--- config.mk ---
export PLATFORM = sky130hd
export DESIGN_NAME = sha_control
export DESIGN_NICKNAME = d
export VERILOG_FILES = /design/src/sha_pkg.sv /design/src/sha_control.sv
export SDC_FILE = /design/constraint.sdc
export NUM_CORES = 1
export LEC_CHECK = 0
export BUFFER_PORTS_ARGS = -buffer_cell sky130_fd_sc_hd__clkbuf_2
export CORE_UTILIZATION = 38
export DETAILED_ROUTE_END_ITERATION = 6
export GPL_TIMING_DRIVEN = 0
export PLACE_DENSITY = 0.82
export SETUP_SLACK_MARGIN = 0.2
export SKIP_LAST_GASP = 1
export SLEW_MARGIN = 15
export SYNTH_ARGS = -nofsm -noshare
export SYNTH_HDL_FRONTEND = slang
export SYNTH_SLANG_ARGS = --single-unit
--- constraint.sdc ---
create_clock -name i_clk -period 1.5 [get_ports i_clk]
set_input_delay 0.15 -clock i_clk [delete_from_list [all_inputs] [get_ports i_clk]]
set_output_delay 0.15 -clock i_clk [all_outputs]
set_load 0.02 [all_outputs]
--- src/sha_pkg.sv ---
// Shared types, constants and functions for the SHA-256 message hasher.
package sha_pkg;

    localparam int unsigned WordWidth  = 32;
    localparam int unsigned CountWidth = 61;
    localparam int unsigned FillWidth  = 6;
    localparam int unsigned RoundWidth = 6;

    localparam logic [7:0] PadByte = 8'h80;

    typedef logic [WordWidth-1:0] t_word;

    // Datapath commands issued by the controller
    typedef struct packed {
        logic       take_beat;   // pack the input beat into the buffer
        logic       pad_start;   // write the 0x80 marker at the fill point
        logic       pad_zero;    // fill the rest of the block with zeros
        logic       put_length;  // write the bit length into words 14 and 15
        logic       comp_start;  // load schedule and working variables
        logic       comp_round;  // run one compression round
        logic       comp_final;  // add working variables into the hash
        logic       hash_reset;  // restore the initial hash and clear counters
    } t_dp_cmd;

    // Datapath status returned to the controller
    typedef struct packed {
        logic [FillWidth:0]  fill_after;  // fill level after the pending beat
        logic [FillWidth-1:0] fill_level;
        logic [RoundWidth-1:0] round;
    } t_dp_stat;

    localparam t_word InitHash [8] = '{
        32'h6a09e667, 32'hbb67ae85, 32'h3c6ef372, 32'ha54ff53a,
        32'h510e527f, 32'h9b05688c, 32'h1f83d9ab, 32'h5be0cd19
    };

    localparam t_word RoundK [64] = '{
        32'h428a2f98, 32'h71374491, 32'hb5c0fbcf, 32'he9b5dba5,
        32'h3956c25b, 32'h59f111f1, 32'h923f82a4, 32'hab1c5ed5,
        32'hd807aa98, 32'h12835b01, 32'h243185be, 32'h550c7dc3,
        32'h72be5d74, 32'h80deb1fe, 32'h9bdc06a7, 32'hc19bf174,
        32'he49b69c1, 32'hefbe4786, 32'h0fc19dc6, 32'h240ca1cc,
        32'h2de92c6f, 32'h4a7484aa, 32'h5cb0a9dc, 32'h76f988da,
        32'h983e5152, 32'ha831c66d, 32'hb00327c8, 32'hbf597fc7,
        32'hc6e00bf3, 32'hd5a79147, 32'h06ca6351, 32'h14292967,
        32'h27b70a85, 32'h2e1b2138, 32'h4d2c6dfc, 32'h53380d13,
        32'h650a7354, 32'h766a0abb, 32'h81c2c92e, 32'h92722c85,
        32'ha2bfe8a1, 32'ha81a664b, 32'hc24b8b70, 32'hc76c51a3,
        32'hd192e819, 32'hd6990624, 32'hf40e3585, 32'h106aa070,
        32'h19a4c116, 32'h1e376c08, 32'h2748774c, 32'h34b0bcb5,
        32'h391c0cb3, 32'h4ed8aa4a, 32'h5b9cca4f, 32'h682e6ff3,
        32'h748f82ee, 32'h78a5636f, 32'h84c87814, 32'h8cc70208,
        32'h90befffa, 32'ha4506ceb, 32'hbef9a3f7, 32'hc67178f2
    };

    function automatic t_word rotr(input t_word x, input int unsigned n);
        rotr = (x >> n) | (x << (WordWidth - n));
    endfunction

endpackage

--- src/sha_control.sv ---
// Controller: sequences intake, padding, compression and digest output.
module sha_control (
    input  logic                 i_clk,
    input  logic                 i_rst_n,
    input  logic                 i_in_valid,
    output logic                 o_in_stall,
    input  logic                 i_last_word,
    output logic                 o_out_valid,
    input  logic                 i_out_stall,
    output logic [2:0]           o_out_index,
    input  sha_pkg::t_dp_stat    i_stat,
    output sha_pkg::t_dp_cmd     o_cmd
);
    import sha_pkg::*;

    localparam logic [2:0] StIdle   = 3'd0;
    localparam logic [2:0] StPad    = 3'd1;
    localparam logic [2:0] StZero   = 3'd2;
    localparam logic [2:0] StLength = 3'd3;
    localparam logic [2:0] StLoad   = 3'd4;
    localparam logic [2:0] StRound  = 3'd5;
    localparam logic [2:0] StFinal  = 3'd6;
    localparam logic [2:0] StOut    = 3'd7;

    logic [2:0] r_state, n_state;
    logic       r_last, n_last;     // message end pending
    logic       r_padded, n_padded; // length block is in the buffer
    logic       r_pad_done, n_pad_done;
    logic [2:0] r_idx, n_idx;
    logic       accept;

    assign o_in_stall  = (r_state != StIdle);
    assign accept      = i_in_valid && !o_in_stall;
    assign o_out_valid = (r_state == StOut);
    assign o_out_index = r_idx;

    // Next state and command decode
    always_comb begin
        n_state  = r_state;
        n_last   = r_last;
        n_padded = r_padded;
        n_idx    = r_idx;
        o_cmd    = '0;
        unique case (r_state)
            StIdle: begin
                if (accept) begin
                    o_cmd.take_beat = 1'b1;
                    n_last   = i_last_word;
                    n_padded = 1'b0;
                    if (i_stat.fill_after[FillWidth]) begin
                        n_state = StLoad;
                    end else if (i_last_word) begin
                        n_state = StPad;
                    end
                end
            end
            StPad: begin
                // Marker in the last byte fills the block: compress it as is
                o_cmd.pad_start = 1'b1;
                n_state = (i_stat.fill_level == 6'd63) ? StLoad : StZero;
            end
            StZero: begin
                // Zeros up to the end; length overwrites words 14 and 15 if it fits
                o_cmd.pad_zero = 1'b1;
                n_state = (i_stat.fill_level > 6'd56) ? StLoad : StLength;
            end
            StLength: begin
                o_cmd.put_length = 1'b1;
                n_padded = 1'b1;
                n_state  = StLoad;
            end
            StLoad: begin
                o_cmd.comp_start = 1'b1;
                n_state = StRound;
            end
            StRound: begin
                o_cmd.comp_round = 1'b1;
                if (i_stat.round == 6'd63) begin
                    n_state = StFinal;
                end
            end
            StFinal: begin
                o_cmd.comp_final = 1'b1;
                if (!r_last) begin
                    n_state = StIdle;
                end else if (r_padded) begin
                    n_idx   = '0;
                    n_state = StOut;
                end else begin
                    // Block went out before the length: pad or zero-fill next
                    n_state = r_pad_done ? StZero : StPad;
                end
            end
            StOut: begin
                if (!i_out_stall) begin
                    n_idx = r_idx + 3'd1;
                    if (r_idx == 3'd7) begin
                        o_cmd.hash_reset = 1'b1;
                        n_state = StIdle;
                    end
                end
            end
            default: n_state = StIdle;
        endcase
    end

    // Track whether the 0x80 marker has been written
    always_comb begin
        n_pad_done = r_pad_done;
        if (r_state == StIdle) begin
            n_pad_done = 1'b0;
        end else if (r_state == StPad) begin
            n_pad_done = 1'b1;
        end
    end

    always_ff @(posedge i_clk) begin
        if (!i_rst_n) begin
            r_state    <= StIdle;
            r_last     <= 1'b0;
            r_padded   <= 1'b0;
            r_idx      <= '0;
            r_pad_done <= 1'b0;
        end else begin
            r_state    <= n_state;
            r_last     <= n_last;
            r_padded   <= n_padded;
            r_idx      <= n_idx;
            r_pad_done <= n_pad_done;
        end
    end

`ifndef SYNTHESIS
    a_out_only_after_pad: assert property (@(posedge i_clk) disable iff (!i_rst_n)
        (r_state == StOut) |-> r_padded)
        else $error("digest shown before length block");
    a_round_wrap: assert property (@(posedge i_clk) disable iff (!i_rst_n)
        (r_state == StRound && i_stat.round == 6'd63) |=> (r_state == StFinal))
        else $error("round count did not end compression");
    a_no_take_busy: assert property (@(posedge i_clk) disable iff (!i_rst_n)
        o_cmd.take_beat |-> (r_state == StIdle))
        else $error("beat taken while busy");
`endif

endmodule

==> run summary <==
Synth cell types: 31
vias per cell: 6.128
clk buf depth: 2
critical path's slowest cell: dfxtp_2
# clock sinks: 9
CTS H-Tree Depth: 1
Die Y: 42.78 um
Synth area leader: dfxtp_1
Synth Net Count: 112
# DRC: 0
combinational family with the most area after synthesis: simple AND/OR/NAND/NOR gates
routability cong.: 0.8704
number of flops mapped to enable cells by yosys: 0
minimum clock period: 1.556 ns
Initial Utilization: 41.46%
Die Area: 1830 um2
nets: 167
P&R area growth vs syn: 99.01%
clk root buf: clkbuf_4
failing checks: setup timing
die width: 42.78 um
CP endpoint kind: flip-flop
number of global-route vias before repair: 784
Via Count: 956
fill count: 86
Sequential Area: 193.9 um2
CTS clk-pin slew, worst paths: 0.07 ns
share of the synthesized area in the top cell type: 28.51%
Synth Area in Adders: 3.960%
WHS: 0.2102 ns
drt pass-1 iters: 4
sequential share of the synthesized area: 28.51%
final hold violations: 0
CTS tree: yes
setup repair after global routing missed its margin: true
hpwl dp: 1221 um
period utilization: 103.7%
final-report setup violation count: 1
max_cap viols: 0
arrival time worst endpoint: 1.72 ns
Post-Synth Simple-Gate Area: 36.83%
buffer and inverter count on the worst path: 2
core region area: 1524 um2
Max Slew Vio Count: 0
Port Buffer Count: 30
Routed WL: 3052 um
Slew HR: 75.83%
# diodes: 0
Crit Path Class: reg2reg
# IOs: 37
gr ovfl total: 0
overall global routing resource usage: 23.88%
Async SR Flop Fraction: 0%
top post-synthesis cells by area: dfxtp_1, nor2_1, nand2_1
Mapped Cells: 86
CP top delay family: compound AO/OA/AOI/OAI gates
Synth Area in Compound Gates: 21.78%
crit start category: flip-flop
Final Worst Setup Slack: -0.05577 ns
Worst-Margin Slew: 0.3598 ns
layout cell share with drive strength beyond 1: 62.14%
Initial DRC Count: 46
cell area after synthesis: 631.9 um2
min-delay worst type: in2reg
first-pass GRT wire length: 3263 um
Leak: 0.5702 nW
Clock Skews: 0.01181 ns
status: finished with violations
initial antenna violation count: 0
CTS Hold Buffers Added: 0
post-synthesis register bit count: 9
area of the multi-input gates: 540.5 um2
Site Rows: 14
syn_area_per_cell: 7.347 um2
wire per inst: 19.56 um
YS warnings: 0
largest net degree at the start of global routing: 11
worst path required time: 1.66 ns
post-route ant nets: 0
Peak VDD IR: 0.7398 mV
ys flop type: dfxtp_1
Peak Freq: 642.8 MHz
clk_lat worst skew: 0.27 ns
post-synthesis mux area share: 0%
setup TNS: -0.05577 ns
Max FO, Critical Path: 3
crit path cell chain: buf_6, buf_4, nand3b_1, o21ai_0, a222oi_1, o31ai_1
Power Density: 600.7 nW/um2
Synth Area in XOR/XNOR: 0%
Worst path max stage delay: 0.37 ns
total CTS buffers: 3
worst reg2reg max path, delay by kind of cell (launching register included):
family / cells / cell delay, ns
flops: 1 / 0.37
simple gates: 1 / 0.08
buf+inv: 2 / 0.24
compound gates: 3 / 0.76
cell usage in the layout (no fill, tap or decap), drive strengths merged, types with 4 or more instances in the layout:
cell type / n
nand4: 4
dfxtp: 9
nor2b: 4
o21ai: 5
clkbuf: 24
nor2: 10
inv: 6
nor3: 4
buf: 34
nand2: 9
power breakdown:
part	total (mW)	switching [mW]	internal (mW)
clock network	0.194	0.0914	0.103
logic	0.302	0.147	0.155
registers	0.260	0.0137	0.246
synthesized netlist by cell type, types with 2 or more instances:
library cell and instances:
nor2_1 10, dfxtp_1 9, nand2_1 9, inv_1 6, nand4_1 4, nor2b_1 4
nor3_1 4, o21ai_0 4, a21boi_0 3, a21oi_1 3, and2_1 3, buf_4 3
nand2b_1 3, nand3_1 3, ha_1 2
registers in the layout (all words and copies together) (netlist names):
signal,count
o_out_index,3
r_state,3
r_last,1
r_pad_done,1
r_padded,1
area by class of cell:
type	count	share of cell area (%)
clock buffer	4	2.090
inverter	6	1.990
timing repair buffer	50	32.34
tap	16	1.592
buffer	4	3.582
multi-input combinational	67	42.98
sequential	9	15.42
final timing paths:
check                    from         end  cells after the start  slack [ns]
setup / recovery   r_state[1]  r_state[1]                      6       -0.06
hold / removal    i_last_word      r_last                      3        0.21
setup reg to reg   r_state[1]  r_state[1]                      6       -0.06
hold reg to reg        r_last      r_last                      2        0.54
metal layers:
metal | wire [um] | track usage, % | share of wire, % | vias to the layer above
met5 | 0 | 0 | 0 | -
met1 | 1035 | 25.26 | 34 | 443
met3 | 261 | 8.936 | 8.6 | 24
met2 | 1571 | 42.73 | 51 | 74
li1 | - | - | - | 415
met4 | 182 | 8.125 | 6.0 | 0
what timing repair did:
| action | 4_1_cts | 5_1_grt |
|---|---|---|
| resized for setup | 35 | 44 |
| endpoints found under the setup margin | 14 | 17 |
| gates cloned | 1 | 0 |
| pin swaps | 11 | 9 |
| buffers inserted | 8 | 11 |
cells by family after synthesis:
| logic type | Yosys count |
|---|---|
| fa+ha+maj | 2 |
| buf+inv | 10 |
| flops | 9 |
| compound gates | 20 |
| simple gates | 45 |
stage by stage:
step	cells	total power [mW]	setup WS [ns]	area [um2]	utilization [%]
global route	156	0.7916	-0.04268	1257	82.51
CTS	145	0.6723	0.09177	1051	68.97
floorplan	86	0.3581	0.07584	641.9	-
finish	156	0.7553	-0.05577	1257	82.51
global placement	132	0.4129	0.06585	812.0	53.28
detailed placement	132	0.4169	0.05200	812.0	53.28
Note: power is estimated with default switching activity, not from simulation.
